[src/rtl/core/swfr_pkg.sv]
`timescale 1ns / 1ps

package swfr_pkg;

  localparam int SEQ_BITS = 3;
  localparam int OP_BITS = 2;
  localparam int EV_BITS = 3;
  localparam int SLOT_BITS = 3;
  localparam int CNT_BITS = 4;
  localparam int MAX_PAYLOAD_BITS = 64;

  localparam logic [OP_BITS-1:0] OP_SEND = 2'd0;
  localparam logic [OP_BITS-1:0] OP_ACK = 2'd1;
  localparam logic [OP_BITS-1:0] OP_TIMEOUT = 2'd2;

  localparam logic [EV_BITS-1:0] EV_REFUSED = 3'd0;
  localparam logic [EV_BITS-1:0] EV_TRANSMIT = 3'd1;
  localparam logic [EV_BITS-1:0] EV_STOP = 3'd2;
  localparam logic [EV_BITS-1:0] EV_RETRANSMIT = 3'd3;
  localparam logic [EV_BITS-1:0] EV_NONE = 3'd4;

  localparam logic [1:0] DUP_LIMIT = 2'd3;

  typedef enum logic {
    B_IDLE,
    B_RUN
  } back_state_t;

  // One classified request: a run of count results starting at seq.
  typedef struct packed {
    logic [EV_BITS-1:0]          event_res;
    logic [SEQ_BITS-1:0]         seq;
    logic [CNT_BITS-1:0]         count;
    logic [SLOT_BITS-1:0]        slot;
    logic                        wr_slot;
    logic                        rd_slot;
    logic                        window_full;
    logic [MAX_PAYLOAD_BITS-1:0] payload;
  } cmd_t;

endpackage

[src/rtl/core/swfr_if.sv]
`timescale 1ns / 1ps

interface swfr_in_if
  import swfr_pkg::*;
#(
  parameter int PAYLOAD_BITS = 64
);
  logic                    valid;
  logic                    ready;
  logic [OP_BITS-1:0]      operation;
  logic [PAYLOAD_BITS-1:0] payload;
  logic [SEQ_BITS-1:0]     ack_number;
  logic                    ack_checksum_ok;
  logic [SEQ_BITS-1:0]     timeout_seq;

  modport source (
    output valid, operation, payload, ack_number, ack_checksum_ok, timeout_seq,
    input  ready
  );
  modport sink (
    input  valid, operation, payload, ack_number, ack_checksum_ok, timeout_seq,
    output ready
  );
endinterface

interface swfr_out_if
  import swfr_pkg::*;
#(
  parameter int PAYLOAD_BITS = 64
);
  logic                    valid;
  logic                    ready;
  logic [EV_BITS-1:0]      event_res;
  logic [SEQ_BITS-1:0]     event_seq;
  logic [PAYLOAD_BITS-1:0] event_payload;
  logic                    window_full;
  logic                    last;

  modport source (
    output valid, event_res, event_seq, event_payload, window_full, last,
    input  ready
  );
  modport sink (
    input  valid, event_res, event_seq, event_payload, window_full, last,
    output ready
  );
endinterface

[src/rtl/core/swfr_front.sv]
`timescale 1ns / 1ps

module swfr_front
  import swfr_pkg::*;
#(
  parameter int WINDOW = 4,
  parameter int PAYLOAD_BITS = 64
) (
  input  logic     clk,
  input  logic     rst_n,
  swfr_in_if.sink  in_ch,
  input  logic     q_full,
  output logic     q_push,
  output cmd_t     q_cmd
);

  localparam int OUT_W = $clog2(WINDOW + 1);
  localparam int IDX_W = (WINDOW > 1) ? $clog2(WINDOW) : 1;
  localparam int SUM_W = SEQ_BITS + 1;

  logic [OUT_W-1:0]    outstanding_r, outstanding_nxt;
  logic [SEQ_BITS-1:0] next_seq_r, next_seq_nxt;
  logic [SEQ_BITS-1:0] base_seq_r, base_seq_nxt;
  logic [1:0]          dup_count_r, dup_count_nxt;
  logic                waiting_r, waiting_nxt;
  logic [IDX_W-1:0]    head_r, head_nxt;
  logic [SEQ_BITS-1:0] ack_dist;
  logic [SEQ_BITS-1:0] to_idx;
  logic                acc;
  cmd_t                cmd;

  // The offset never exceeds WINDOW, so one subtraction wraps the slot index.
  function automatic logic [IDX_W-1:0] slot_add(input logic [IDX_W-1:0] h,
                                                 input logic [SEQ_BITS-1:0] off);
    logic [SUM_W-1:0] s;
    s = SUM_W'(h) + SUM_W'(off);
    if (s >= SUM_W'(WINDOW)) begin
      s = s - SUM_W'(WINDOW);
    end
    return s[IDX_W-1:0];
  endfunction

  assign in_ch.ready = !q_full;
  assign acc = in_ch.valid && in_ch.ready;
  assign q_push = acc;
  assign q_cmd = cmd;

  assign ack_dist = in_ch.ack_number - base_seq_r;
  assign to_idx = in_ch.timeout_seq - base_seq_r;

  always_comb begin
    outstanding_nxt = outstanding_r;
    next_seq_nxt = next_seq_r;
    base_seq_nxt = base_seq_r;
    dup_count_nxt = dup_count_r;
    waiting_nxt = waiting_r;
    head_nxt = head_r;
    cmd = '0;
    cmd.event_res = EV_NONE;
    cmd.count = CNT_BITS'(1);
    case (in_ch.operation)
      OP_SEND: begin
        if (waiting_r || int'(outstanding_r) >= WINDOW) begin
          cmd.event_res = EV_REFUSED;
          cmd.seq = next_seq_r;
        end else begin
          cmd.event_res = EV_TRANSMIT;
          cmd.seq = next_seq_r;
          cmd.slot = SLOT_BITS'(slot_add(head_r, SEQ_BITS'(outstanding_r)));
          cmd.wr_slot = 1'b1;
          cmd.payload = MAX_PAYLOAD_BITS'(in_ch.payload);
          if (outstanding_r == '0) begin
            base_seq_nxt = next_seq_r;
          end
          next_seq_nxt = next_seq_r + 1'b1;
          outstanding_nxt = outstanding_r + 1'b1;
          if (int'(outstanding_nxt) >= WINDOW) begin
            waiting_nxt = 1'b1;
          end
        end
      end
      OP_ACK: begin
        if (in_ch.ack_checksum_ok) begin
          if (in_ch.ack_number != base_seq_r) begin
            dup_count_nxt = 2'd1;
            if (int'(ack_dist) <= WINDOW && int'(ack_dist) <= int'(outstanding_r)) begin
              waiting_nxt = 1'b0;
              cmd.event_res = EV_STOP;
              cmd.seq = base_seq_r;
              cmd.count = CNT_BITS'(ack_dist);
              head_nxt = slot_add(head_r, ack_dist);
              outstanding_nxt = outstanding_r - OUT_W'(ack_dist);
              base_seq_nxt = in_ch.ack_number;
            end
          end else begin
            dup_count_nxt = (dup_count_r == DUP_LIMIT) ? 2'd1 : dup_count_r + 2'd1;
            if (dup_count_nxt == DUP_LIMIT && outstanding_r != '0) begin
              cmd.event_res = EV_RETRANSMIT;
              cmd.seq = base_seq_r;
              cmd.slot = SLOT_BITS'(head_r);
              cmd.rd_slot = 1'b1;
            end
          end
        end
      end
      OP_TIMEOUT: begin
        if (int'(to_idx) < int'(outstanding_r)) begin
          cmd.event_res = EV_RETRANSMIT;
          cmd.seq = in_ch.timeout_seq;
          cmd.slot = SLOT_BITS'(slot_add(head_r, to_idx));
          cmd.rd_slot = 1'b1;
        end
      end
      default: begin
      end
    endcase
    cmd.window_full = waiting_nxt;
  end

  always_ff @(posedge clk) begin
    if (!rst_n) begin
      outstanding_r <= '0;
      next_seq_r <= '0;
      base_seq_r <= SEQ_BITS'(1);
      dup_count_r <= '0;
      waiting_r <= 1'b0;
      head_r <= '0;
    end else if (acc) begin
      outstanding_r <= outstanding_nxt;
      next_seq_r <= next_seq_nxt;
      base_seq_r <= base_seq_nxt;
      dup_count_r <= dup_count_nxt;
      waiting_r <= waiting_nxt;
      head_r <= head_nxt;
    end
  end

endmodule

[src/rtl/core/swfr_cmd_fifo.sv]
`timescale 1ns / 1ps

module swfr_cmd_fifo
  import swfr_pkg::*;
(
  input  logic clk,
  input  logic rst_n,
  input  logic push,
  input  cmd_t push_data,
  output logic full,
  input  logic pop,
  output cmd_t pop_data,
  output logic empty
);

  localparam int DEPTH = 2;
  localparam int PTR_W = $clog2(DEPTH);
  localparam int CNT_W = $clog2(DEPTH + 1);

  cmd_t             ent_r [DEPTH];
  logic [PTR_W-1:0] wr_ptr_r;
  logic [PTR_W-1:0] rd_ptr_r;
  logic [CNT_W-1:0] cnt_r;
  logic             do_push;
  logic             do_pop;

  assign full = (cnt_r == CNT_W'(DEPTH));
  assign empty = (cnt_r == '0);
  assign pop_data = ent_r[rd_ptr_r];
  assign do_push = push && !full;
  assign do_pop = pop && !empty;

  always_ff @(posedge clk) begin
    if (do_push) begin
      ent_r[wr_ptr_r] <= push_data;
    end
  end

  always_ff @(posedge clk) begin
    if (!rst_n) begin
      wr_ptr_r <= '0;
      rd_ptr_r <= '0;
      cnt_r <= '0;
    end else begin
      if (do_push) begin
        wr_ptr_r <= (wr_ptr_r == PTR_W'(DEPTH - 1)) ? '0 : wr_ptr_r + 1'b1;
      end
      if (do_pop) begin
        rd_ptr_r <= (rd_ptr_r == PTR_W'(DEPTH - 1)) ? '0 : rd_ptr_r + 1'b1;
      end
      if (do_push && !do_pop) begin
        cnt_r <= cnt_r + 1'b1;
      end else if (do_pop && !do_push) begin
        cnt_r <= cnt_r - 1'b1;
      end
    end
  end

endmodule

[src/rtl/core/swfr_back.sv]
`timescale 1ns / 1ps

module swfr_back
  import swfr_pkg::*;
#(
  parameter int WINDOW = 4,
  parameter int PAYLOAD_BITS = 64
) (
  input  logic       clk,
  input  logic       rst_n,
  input  logic       q_empty,
  input  cmd_t       q_cmd,
  output logic       q_pop,
  swfr_out_if.source out_ch
);

  localparam int IDX_W = (WINDOW > 1) ? $clog2(WINDOW) : 1;

  logic [PAYLOAD_BITS-1:0] mem [WINDOW];
  logic [PAYLOAD_BITS-1:0] rd_data_r;

  back_state_t             state_r, state_nxt;
  logic [EV_BITS-1:0]      cur_res_r;
  logic [SEQ_BITS-1:0]     cur_seq_r;
  logic [CNT_BITS-1:0]     remain_r;
  logic                    cur_rd_r;
  logic                    cur_full_r;
  logic [PAYLOAD_BITS-1:0] cur_payload_r;

  logic                    out_valid_r;
  logic [EV_BITS-1:0]      out_res_r;
  logic [SEQ_BITS-1:0]     out_seq_r;
  logic [PAYLOAD_BITS-1:0] out_payload_r;
  logic                    out_full_r;
  logic                    out_last_r;

  logic                    out_free;
  logic                    emit;
  logic                    run_last;
  logic [IDX_W-1:0]        slot_idx;

  assign out_free = !out_valid_r || out_ch.ready;
  assign run_last = (remain_r == CNT_BITS'(1));
  assign slot_idx = q_cmd.slot[IDX_W-1:0];

  always_comb begin
    state_nxt = state_r;
    case (state_r)
      B_IDLE: begin
        if (!q_empty) begin
          state_nxt = B_RUN;
        end
      end
      B_RUN: begin
        if (out_free && run_last) begin
          state_nxt = B_IDLE;
        end
      end
      default: state_nxt = B_IDLE;
    endcase
  end

  always_comb begin
    q_pop = 1'b0;
    emit = 1'b0;
    case (state_r)
      B_IDLE: q_pop = !q_empty;
      B_RUN: emit = out_free;
      default: begin
      end
    endcase
  end

  always_ff @(posedge clk) begin
    if (q_pop && q_cmd.wr_slot) begin
      mem[slot_idx] <= q_cmd.payload[PAYLOAD_BITS-1:0];
    end
    if (q_pop) begin
      rd_data_r <= mem[slot_idx];
    end
  end

  always_ff @(posedge clk) begin
    if (q_pop) begin
      cur_res_r <= q_cmd.event_res;
      cur_rd_r <= q_cmd.rd_slot;
      cur_full_r <= q_cmd.window_full;
      cur_payload_r <= q_cmd.payload[PAYLOAD_BITS-1:0];
    end
  end

  always_ff @(posedge clk) begin
    if (!rst_n) begin
      state_r <= B_IDLE;
      remain_r <= '0;
      cur_seq_r <= '0;
    end else begin
      state_r <= state_nxt;
      if (q_pop) begin
        remain_r <= q_cmd.count;
        cur_seq_r <= q_cmd.seq;
      end else if (emit) begin
        remain_r <= remain_r - 1'b1;
        cur_seq_r <= cur_seq_r + 1'b1;
      end
    end
  end

  always_ff @(posedge clk) begin
    if (!rst_n) begin
      out_valid_r <= 1'b0;
    end else if (emit) begin
      out_valid_r <= 1'b1;
    end else if (out_ch.ready) begin
      out_valid_r <= 1'b0;
    end
  end

  always_ff @(posedge clk) begin
    if (emit) begin
      out_res_r <= cur_res_r;
      out_seq_r <= cur_seq_r;
      out_payload_r <= cur_rd_r ? rd_data_r : cur_payload_r;
      out_full_r <= cur_full_r;
      out_last_r <= run_last;
    end
  end

  assign out_ch.valid = out_valid_r;
  assign out_ch.event_res = out_res_r;
  assign out_ch.event_seq = out_seq_r;
  assign out_ch.event_payload = out_payload_r;
  assign out_ch.window_full = out_full_r;
  assign out_ch.last = out_last_r;

endmodule

[src/rtl/core/sliding_window_sender_fast_retransmit.sv]
// The first result of an item passes through the request queue and the result sequencer
// before it reaches the output register. Throughput: the sequencer emits one result per
// cycle while the output is not stalled and takes no new item until its last result is out.
// A two-entry request queue lets the input side accept while the sequencer is busy.
// Reset (rst_n low, synchronous) empties the window, sets the base sequence to 1 and clears
// the queue and the output valid flag; the payload store is not cleared.
`timescale 1ns / 1ps

module sliding_window_sender_fast_retransmit
  import swfr_pkg::*;
#(
  parameter int WINDOW = 4,
  parameter int PAYLOAD_BITS = 64
) (
  input  logic       clk,
  input  logic       rst_n,
  swfr_in_if.sink    in_ch,
  swfr_out_if.source out_ch
);

  logic q_push;
  logic q_full;
  logic q_pop;
  logic q_empty;
  cmd_t push_cmd;
  cmd_t pop_cmd;

  swfr_front #(
    .WINDOW(WINDOW),
    .PAYLOAD_BITS(PAYLOAD_BITS)
  ) u_front (
    .clk(clk),
    .rst_n(rst_n),
    .in_ch(in_ch),
    .q_full(q_full),
    .q_push(q_push),
    .q_cmd(push_cmd)
  );

  swfr_cmd_fifo u_fifo (
    .clk(clk),
    .rst_n(rst_n),
    .push(q_push),
    .push_data(push_cmd),
    .full(q_full),
    .pop(q_pop),
    .pop_data(pop_cmd),
    .empty(q_empty)
  );

  swfr_back #(
    .WINDOW(WINDOW),
    .PAYLOAD_BITS(PAYLOAD_BITS)
  ) u_back (
    .clk(clk),
    .rst_n(rst_n),
    .q_empty(q_empty),
    .q_cmd(pop_cmd),
    .q_pop(q_pop),
    .out_ch(out_ch)
  );

endmodule

[src/flat_wrapper.sv]
// flat-port wrapper written by rule: the top's interface ports become plain ports
module sliding_window_sender_fast_retransmit_flat import swfr_pkg::*;
#(
  parameter int WINDOW = 4,
  parameter int PAYLOAD_BITS = 64
)
  (clk, rst_n, in_ch_valid, in_ch_operation, in_ch_payload, in_ch_ack_number, in_ch_ack_checksum_ok, in_ch_timeout_seq, in_ch_ready, out_ch_valid, out_ch_event_res, out_ch_event_seq, out_ch_event_payload, out_ch_window_full, out_ch_last, out_ch_ready);
  swfr_in_if #(.PAYLOAD_BITS(PAYLOAD_BITS)) in_ch_i ();
  swfr_out_if #(.PAYLOAD_BITS(PAYLOAD_BITS)) out_ch_i ();
  input  logic clk;
  input  logic rst_n;
  input wire logic [$bits(in_ch_i.valid)-1:0] in_ch_valid;
  input wire logic [$bits(in_ch_i.operation)-1:0] in_ch_operation;
  input wire logic [$bits(in_ch_i.payload)-1:0] in_ch_payload;
  input wire logic [$bits(in_ch_i.ack_number)-1:0] in_ch_ack_number;
  input wire logic [$bits(in_ch_i.ack_checksum_ok)-1:0] in_ch_ack_checksum_ok;
  input wire logic [$bits(in_ch_i.timeout_seq)-1:0] in_ch_timeout_seq;
  output wire logic [$bits(in_ch_i.ready)-1:0] in_ch_ready;
  output wire logic [$bits(out_ch_i.valid)-1:0] out_ch_valid;
  output wire logic [$bits(out_ch_i.event_res)-1:0] out_ch_event_res;
  output wire logic [$bits(out_ch_i.event_seq)-1:0] out_ch_event_seq;
  output wire logic [$bits(out_ch_i.event_payload)-1:0] out_ch_event_payload;
  output wire logic [$bits(out_ch_i.window_full)-1:0] out_ch_window_full;
  output wire logic [$bits(out_ch_i.last)-1:0] out_ch_last;
  input wire logic [$bits(out_ch_i.ready)-1:0] out_ch_ready;
  assign in_ch_i.valid = in_ch_valid;
  assign in_ch_i.operation = in_ch_operation;
  assign in_ch_i.payload = in_ch_payload;
  assign in_ch_i.ack_number = in_ch_ack_number;
  assign in_ch_i.ack_checksum_ok = in_ch_ack_checksum_ok;
  assign in_ch_i.timeout_seq = in_ch_timeout_seq;
  assign in_ch_ready = in_ch_i.ready;
  assign out_ch_valid = out_ch_i.valid;
  assign out_ch_event_res = out_ch_i.event_res;
  assign out_ch_event_seq = out_ch_i.event_seq;
  assign out_ch_event_payload = out_ch_i.event_payload;
  assign out_ch_window_full = out_ch_i.window_full;
  assign out_ch_last = out_ch_i.last;
  assign out_ch_i.ready = out_ch_ready;
  sliding_window_sender_fast_retransmit #(.WINDOW(WINDOW), .PAYLOAD_BITS(PAYLOAD_BITS)) u_core (.clk(clk), .rst_n(rst_n), .in_ch(in_ch_i), .out_ch(out_ch_i));
endmodule
[config.mk]
export PLATFORM = sky130hd
export DESIGN_NAME = sliding_window_sender_fast_retransmit_flat
export DESIGN_NICKNAME = d
export VERILOG_FILES = /design/src/rtl/core/swfr_pkg.sv /design/src/rtl/core/swfr_if.sv /design/src/rtl/core/swfr_front.sv /design/src/rtl/core/swfr_cmd_fifo.sv /design/src/rtl/core/swfr_back.sv /design/src/rtl/core/sliding_window_sender_fast_retransmit.sv /design/src/flat_wrapper.sv
export SDC_FILE = /design/constraint.sdc
export NUM_CORES = 1
export LEC_CHECK = 0
export CORE_MARGIN = 2
export CORE_UTILIZATION = 30
export CTS_BUF_LIST = sky130_fd_sc_hd__clkbuf_16
export DETAILED_ROUTE_END_ITERATION = 6
export DONT_BUFFER_PORTS = 1
export SYNTH_ARGS = -nofsm -noshare
export SYNTH_HDL_FRONTEND = slang
export SYNTH_SLANG_ARGS = --single-unit
[constraint.sdc]
create_clock -name clk -period 5.6 [get_ports clk]
set_input_delay 0.56 -clock clk [delete_from_list [all_inputs] [get_ports clk]]
set_output_delay 0.56 -clock clk [all_outputs]
set_load 0.03 [all_outputs]
# [Word level (Yosys, flattened, before mapping)]
# Memories as Yosys holds them, arrays and structs flattened. A register that Yosys moved wholly into a read port is not among the register bits.
# Index checks and enable logic that the tools add are counted.
[totals] reg_bits=168 ramBits=416 in_bits=77 out_inout_bits=74 wordCells=159 n_memories=2
[mem_list] memory="u_core.u_back.mem" words=4 width=64 read_ports=1 rd_clocked_by_memory_dff=1 wr=1 line_no="swfr_back.sv:19" source="logic [PAYLOAD_BITS-1:0] mem [WINDOW];"
[mem_list] memory="u_core.u_fifo.ent_r" words=2 width=80 read_ports=1 rd_clocked_by_memory_dff=1 wr=1 line_no="swfr_cmd_fifo.sv:20" source="cmd_t ent_r [DEPTH];"
[classes] n_addsub=18 magnitude_cmp=8 n_eq_ne=12 muxes=66 bitwise_logic=2 reduce_logical=29
[ops] operator="$mux W64" count=3
[ops] operator="$mux W3" count=12
[ops] operator="$mux W1" count=24
[ops] operator="$mux W2" count=10
[ops] operator="$mux W4" count=5
[ops] operator="$mux W6" count=3
[ops] operator="$pmux W6 S3" count=1
[ops] operator="$mux W13" count=1
[ops] operator="$add A2 B3 Y4" count=3
[ops] operator="$ge A4 B3 Y1 const B" count=3
[ops] operator="$pmux W3 S2" count=2
[ops] operator="$mux W10" count=1
[ops] operator="$ne A2 B2 Y1 const B" count=5
[ops] operator="$add A3 B1 Y3 const B" count=3
[ops] operator="$logic_and A1 B1 Y1" count=9
[ops] operator="$pmux W3 S3" count=1
[ops] operator="$sub A3 B3 Y3" count=3
[ops] operator="$eq A2 B2 Y1 const B" count=4
[ops] operator="$reduce_bool A2 Y1" count=4
[ops] operator="$sub A2 B1 Y2 const B" count=4
[ops] operator="$reduce_and A7 Y1" count=1
[ops] operator="$ge A3 B3 Y1 const B" count=2
[ops] operator="$pmux W1 S2" count=3
[ops] operator="$reduce_and A3 Y1" count=2
[ops] operator="17 further kinds" count=26

# [Longest topological paths before layout]
# Gate-level depths: netlist (run 1).
[depth] ltp_word=8 depth_mapped=11 ltp_nobuf=11

# [Cells and area by module]
# Synthesis (run 1) repeated with hierarchy kept, for this count alone.
[unflattened] hier_cells=1203 hier_area_um2=24634.9
[modules_own_cells] module="swfr_back" n_inst=1 cells_each=673 area_each_um2=16679.7 seq_area_each_um2=14023.4
[modules_own_cells] module="swfr_cmd_fifo" n_inst=1 cells_each=274 area_each_um2=6004.5 seq_area_each_um2=4904.7
[modules_own_cells] module="swfr_front" n_inst=1 cells_each=256 area_each_um2=1950.6 seq_area_each_um2=280.3

# [Least setup slack after synthesis (run 1)]
# OpenSTA, ideal clock, no wires.
[synth_path] path_type="reg-to-reg" start="register u_core.u_fifo.cnt_r[0]" end="memory u_core.u_fifo.ent_r[0][0] (netlist bit) (enable)" setup_time_ns=0.515 t_arrival_ns=4.158 required_time_ns=5.085 setup_slack_ns=0.927 path_stages_with_launch=4 path_buffers=0 synth_period_minus_slack_ns=4.673 cell_sequence="dfxtp_1 nand2b_1 nand2_2 nor2_1"
[synth_between] elab_chain_cells=6
[synth_rtl] item="start: declaration" line_no="swfr_cmd_fifo.sv:23" source="logic [CNT_W-1:0] cnt_r;"
[synth_rtl] item="start signal: assignment" line_no="swfr_cmd_fifo.sv:52" source="cnt_r <= cnt_r + 1'b1;"
[synth_rtl] item="start signal: assignment" line_no="swfr_cmd_fifo.sv:54" source="cnt_r <= cnt_r - 1'b1;"
[synth_rtl] item="$eq A2 B2 Y1 (*)" line_no="swfr_cmd_fifo.sv:27" source="assign full = (cnt_r == CNT_W'(DEPTH));"
[synth_rtl] item="$logic_not A1 Y1 (*)" line_no="swfr_front.sv:43" source="assign in_ch.ready = !q_full;"
[synth_rtl] item="named net in_ch_ready" line_no="flat_wrapper.sv:18" source="output wire logic [$bits(in_ch_i.ready)-1:0] in_ch_ready;"
[synth_rtl] item="$logic_and A1 B1 Y1" line_no="swfr_front.sv:44" source="assign acc = in_ch.valid && in_ch.ready;"
[synth_rtl] item="$logic_and A1 B1 Y1 (*)" line_no="swfr_cmd_fifo.sv:30" source="assign do_push = push && !full;"
[synth_rtl] item="$mux W1 (*)" line_no="swfr_cmd_fifo.sv:34" source="if (do_push) begin"
[synth_rtl] item="$mux W1 (not written as such) (*)" line_no="swfr_cmd_fifo.sv:35" source="ent_r[wr_ptr_r] <= push_data;"
[synth_rtl] item="end: declaration" line_no="swfr_cmd_fifo.sv:20"
# The timed path passes the listed nets; every way through them passes the cells marked *.

==> impl_metrics.ini, run 1 <==
[worst_setup_path]
crit_chain = mux2i_4 -> nand2_1 -> nor2_4 -> buf_12
worst_path_largest_cell_delay_ns = 0.93
critPathSlowestCell = mux2i_4
cp_data_required_time_ns = 5.86
critPathKind = flip-flop to flip-flop
endpoint_kind = flip-flop
worst-path-max-fanout = 36
worstSetupStartpointType = flip-flop
regToRegSetupSlack_ns = 2.11
arrival_ns = 3.76

[logic_synthesis]
yosys-top-cells-area = edfxtp_1 76%, mux2_2 6.4%, mux4_2 5.9%, dfxtp_1 2.3%, and2_1 1.8%
yosys_warnings = 0
synth_edf_count = 617
ys_seq_area_share_pct = 78.6
ys.flop_type = edfxtp_1
avgSynthCellArea_um2 = 20.5
async_flop_share_pct = 0
synth_top_cell_area_share_pct = 76.3
ys_seq_elements = 645
synth_area_mm2 = 0.0243
syn-num-nets = 1287
synth.distinct_cells = 58
synth_top_cell_by_area = edfxtp_1
syn_inst = 1183

[sta]
grt_setup_unrepaired = no
worst_pin_slew_ns = 1.14
finalCritPeriodShare_pct = 62.4
drv_slew = 0
slew_headroom_pct = 24.0
finalSetupTns_ns = 0
period_needed_ns = 3.49
fmaxAchievable_ghz = 0.286
setup_viol_count_final = 0
finalHoldViolCount = 0
skew_ns = 0.0173

[detailed_routing]
routed_wl_um = 47300
vias_per_cell = 4.53
drt_iter0_drc = 602
vias = 10600
drc = 0
first_pass_iters = 5
drtAntennaViolNets = 0
wl_per_cell_um = 20.1

[place]
gp_congestion = 0.783
place_inst = 2216
post-dp-hpwl_um = 27900
portBuffers = 0
postPlaceCellArea_mm2 = 0.0257

[cts]
cts_hold_buf = 0
cts_max_path_buffers = 3
root_buffer = clkbuf_16
tritoncts = yes
htree_levels = 3
numCtsBuffers = 73
clock_latency_ns = 0.60
clk_pin_slew_ns = 0.06
cts_resized = 0
cts_setup_buffers = 0
cts.sinks = 645

[finish]
area_growth_pct = 15.9
layout_commonest_cell = edfxtp_1
n_antenna_cell = 0
final_cell_area_mm2 = 0.0282
nFillCells = 7348
regArea_mm2 = 0.0191
multi_input_area_mm2 = 0.00501
drive_gt1_share_pct = 26.6
post-route-util_pct = 35.1
mostFrequentLayoutCells = 617 x edfxtp_1, 136 x mux2_2, 74 x clkbuf_16, 67 x and2_1, 64 x mux4_2
nNetsFinal = 1335
final-instance-count-excl-fill = 2351

[power_and_ir_drop]
peakVddDrop_v = 0.000329
p_per_area_mw_per_mm2 = 545
p_leak_uw = 0.00918

[floorplanning]
die-height_um = 289
die_x_um = 289
fp-row-count = 104
start_util_pct = 30.3
io_pins = 151
dieArea_mm2 = 0.0833
core_area_mm2 = 0.0803

[global_route]
antenna_found_initial = 8
grt_pass1_wl_um = 70900
gr-total-overflow = 0
grt_pass1_vias = 11400
grt_start_max_net_pins = 102
gr-usage-all-layers_pct = 11.4

[run]
maxCapViolCount = 0

[worst_hold_path]
hold_path_class = input pin to flip-flop

[outcome]
status = finished clean
-- metal layers --
layer  share of wire [%]  wire length [um]  GRT usage (%)  up-vias
li1                    -                 -              -     4806
met5                0.15                72              0        -
met2                  50             23600           19.3      210
met3                 5.9              2770           3.36       84
met4                 1.9               878           3.43       12
met1                  42             20000           14.1     5532
-- metrics by stage --
step	hold slack, ns	worst slack [ns]	power [uW]
2_1_floorplan	0.400	0.927	9720
3_5_place_dp	0.405	1.92	10700
5_1_grt	0.0858	1.77	16100
3_3_place_gp	0.406	1.94	10600
4_1_cts	0.0603	1.90	15600
6_report	0.107	2.11	15300
-- flip-flops by register name, summed over array words and instances (netlist names), 2 cells and up, named ones only --
signal,cells
u_core.u_back.cur_payload_r,64
u_core.u_back.cur_res_r,3
u_core.u_back.cur_seq_r,3
u_core.u_back.mem,256
u_core.u_back.out_ch.event_payload,64
u_core.u_back.out_ch.event_res,3
u_core.u_back.out_ch.event_seq,3
u_core.u_back.rd_data_r,64
u_core.u_back.remain_r,4
u_core.u_fifo.cnt_r,2
u_core.u_fifo.ent_r,156
u_core.u_front.base_seq_r,3
u_core.u_front.dup_count_r,2
u_core.u_front.head_r,2
u_core.u_front.next_seq_r,3
u_core.u_front.outstanding_r,3
-- cells by family (layout without fill, tap and decap cells) --
logic type                 after synthesis  in the layout  share of synthesized area (%)
muxes                                  209            209                           12.6
buffers and inverters                   66            174                           1.10
xor gates and xnor gates                19             19                          0.716
DFF                                    645            645                           78.6
adders and majority gates               27             27                           1.48
and+or+nand+nor                        150            150                           3.44
AOI/OAI and AO/OA                       67             67                           2.06
-- cells in the mapped netlist (2+ instances only) --
library cell  instances
edfxtp_1            617
mux2_2              137
and2_1               68
mux4_2               64
dfxtp_1              28
ha_1                 24
nor2_1               23
clkbuf_1             22
inv_1                21
nand2_1              19
buf_2                16
a21oi_1              14
a211oi_1             13
nor2b_1               9
xnor2_1               9
xor2_1                9
mux2i_1               8
nor3_1                7
nand2b_1              6
buf_1                 5
o21ai_0               4
o21ai_1               4
a21o_1                3
a221o_1               3
fa_1                  3
nand3_1               3
o31ai_1               3
or3_1                 3
a21boi_1              2
a31oi_1               2
and3_1                2
inv_2                 2
nand3b_1              2
nor3b_1               2
o211ai_1              2
or2_1                 2
-- critical path, delay by kind of cell, from the launching register on --
kind / cells / cell delay [ns]
and+or+nand+nor: 2 / 1.16
muxes: 1 / 0.93
DFF: 1 / 0.70
buffers and inverters: 1 / 0.33
-- power by group --
group	leakage [uW]	switching [uW]	total (uW)	internal [uW]
combinational	0.00192	1580	2610	1030
clock	0.00128	1900	4880	2980
sequential	0.00599	770	7860	7080
total	0.00918	4250	15300	11100
-- layout make-up --
| type | instances | area share [%] |
|---|---|---|
| sequential | 645 | 67.8 |
| multi-input combinational | 472 | 17.8 |
| clock buffer | 74 | 6.58 |
| inverter | 23 | 0.324 |
| timing repair buffer | 16 | 0.560 |
| clock inverter | 61 | 2.25 |
| tap | 1060 | 4.71 |
-- final timing paths --
check	endpoint	cells after the start	from
setup / recovery	u_core.u_back.mem[0][56]	4	flip-flop
hold / removal	u_core.u_front.dup_count_r[0]	2	rst_n
setup reg to reg	u_core.u_back.mem[0][56]	4	flip-flop
hold reg to reg	u_core.u_back.out_ch.window_full	0	u_core.u_back.cur_full_r
(Power assumes the default switching activity.)
==> inputs of run 2 (changes only) <==
clock period = 2.9 ns   (was 5.6 ns; I/O delays follow)
==> run 2 against run 1 <==
- wire length increased by 5.3%
- worst setup slack got worse by 1.9 ns
- maximum frequency increased by 30%
- clock skew rose by 0.0036 ns
- critical path depth grew 6
- sequential power increased by 91%
- sequential share of layout area shrank 1.6 points
- global-route usage grew 0.62 points
- clock power rose by 75%
- critical path type unchanged
- critical endpoint is now u_core.u_fifo.ent_r[1][74]
==> impl_metrics.ini, run 2 (synthesis gave the netlist of run 1 again) <==
[outcome]
status = finished clean

[detailed_routing]
drtAntennaViolNets = 0
vias_per_cell = 4.52
drc = 0
routed_wl_um = 49800
wl_per_cell_um = 20.4
drt_iter0_drc = 725
vias = 11000
first_pass_iters = 6

[worst_setup_path]
cp_common_cell = ha_1
cp_top_family = compound AO/OA/AOI/OAI gates
crit_buf_inv = 1
arrival_ns = 3.02
worst_path_largest_cell_delay_ns = 0.42
crit_chain = ha_1 -> inv_1 -> fa_2 -> xnor2_2 -> ha_1 -> a21oi_1 -> o21ai_2 -> o21ai_4 -> a211oi_2 -> a221o_1
critPathKind = flip-flop to flip-flop
endpoint_kind = flip-flop
cp_data_required_time_ns = 3.24
worstSetupStartpointType = flip-flop
worst-path-max-fanout = 7
critPathSlowestCell = fa_2

[finish]
nFillCells = 7361
reg_top3 = u_core.u_back.mem (256), u_core.u_fifo.ent_r (156)
drive_gt1_share_pct = 25.9
regArea_mm2 = 0.0191
final_cell_area_mm2 = 0.0289
registers.top_by_ff_count = u_core.u_back.mem
largest_reg_flops = 256
nNetsFinal = 1423
layout_commonest_cell = edfxtp_1
multi_input_area_mm2 = 0.00502
mostFrequentLayoutCells = 617 x edfxtp_1, 136 x mux2_2, 73 x clkbuf_16, 71 x dlygate4sd3_1, 67 x and2_1
area_growth_pct = 18.8
n_antenna_cell = 0

[place]
post-dp-hpwl_um = 28600
postPlaceCellArea_mm2 = 0.0259
pre_cts_ws_ns = 0.101
portBuffers = 0
gp_congestion = 0.805

[cts]
root_buffer = clkbuf_16
clock_latency_ns = 0.60
tritoncts = yes
htree_levels = 3
clk_pin_slew_ns = 0.06
cts.sinks = 645
cts_max_path_buffers = 3
cts_setup_buffers = 0
numCtsBuffers = 72

[power_and_ir_drop]
p_total_uw = 29100
peakVddDrop_v = 0.000798
p_leak_uw = 0.00948
p_per_area_mw_per_mm2 = 1010

[floorplanning]
fp-row-count = 104
dieArea_mm2 = 0.0833
core_area_mm2 = 0.0803
start_util_pct = 30.3
io_pins = 151
die_x_um = 289
die-height_um = 289

[global_route]
gr-total-overflow = 0
gr-usage-all-layers_pct = 12.0
grt_start_max_net_pins = 79
grt_pass1_wl_um = 73800
antenna_found_initial = 4
grt_pass1_vias = 11900

[sta]
slew_headroom_pct = 40.4
drv_slew = 0
finalHoldViolCount = 0
period_needed_ns = 2.68
skew_ns = 0.0209
finalCritPeriodShare_pct = 92.5
fmaxAchievable_ghz = 0.373
grt_setup_unrepaired = no
worst_pin_slew_ns = 0.892
setup_ws_ns = 0.219
setup_viol_count_final = 0

[run]
maxCapViolCount = 0

[worst_hold_path]
hold_path_class = input pin to flip-flop
[run 2: cell types whose count changed in the layout (fill, tap and decap cells not counted), moves of 2 or more]
cell           before  now
buf_12              3   10
buf_4              13   24
bufinv_16          12    4
clkinv_1           12   14
dlygate4sd3_1       0   71
[run 2: timing repair]
item / in CTS / in global routing
setup endpoints to repair: 0 / 9
hold buffers: 71 / 0
gates resized for setup: 0 / 3
endpoints found under the hold margin: 141 / 0
[run 2: layer usage]
layer	track usage, %	up-vias	wire length (um)
li1	-	4980	-
met1	14.9	5732	21300
met2	20.3	221	24800
met3	3.13	75	2520
met4	4.21	8	1090
met5	0	-	54
[run 2: final timing paths]
kind                                start                                 to  slack (ns)  depth (start not counted)
max          u_core.u_front.base_seq_r[0]         u_core.u_fifo.ent_r[1][74]        0.22                         10
min                 in_ch_ack_checksum_ok         u_core.u_fifo.ent_r[0][79]        0.08                          2
max reg2reg  u_core.u_front.base_seq_r[0]         u_core.u_fifo.ent_r[1][74]        0.22                         10
min reg2reg    u_core.u_back.cur_res_r[0]  u_core.u_back.out_ch.event_res[0]        0.42                          0
[run 2: cell type report]
class                   instances  share of cell area (%)
flip-flops and latches        645                    66.2
multi-input cells             472                    17.4
clock buffers                  73                    6.33
well taps                    1060                    4.60
repair buffers                105                    3.78
clock inverters                57                    1.41
inverters                      23                   0.317
[run 2: through the flow]
step	cells	hold WS (ns)	TNS, ns	util (%)
3_3_place_gp	2234	0.408	0	32.3
3_5_place_dp	2234	0.408	0	32.3
4_1_cts	2435	0.0387	0	35.9
6_report	2435	0.0846	0	35.9
5_1_grt	2435	0.0715	0	35.9
2_1_floorplan	1183	0.400	-115.12	-
[run 2: power by group]
group          internal [uW]  total [uW]  switching, uW
clock                   4960        8560           3600
combinational           2210        5480           3260
sequential             13700       15000           1390
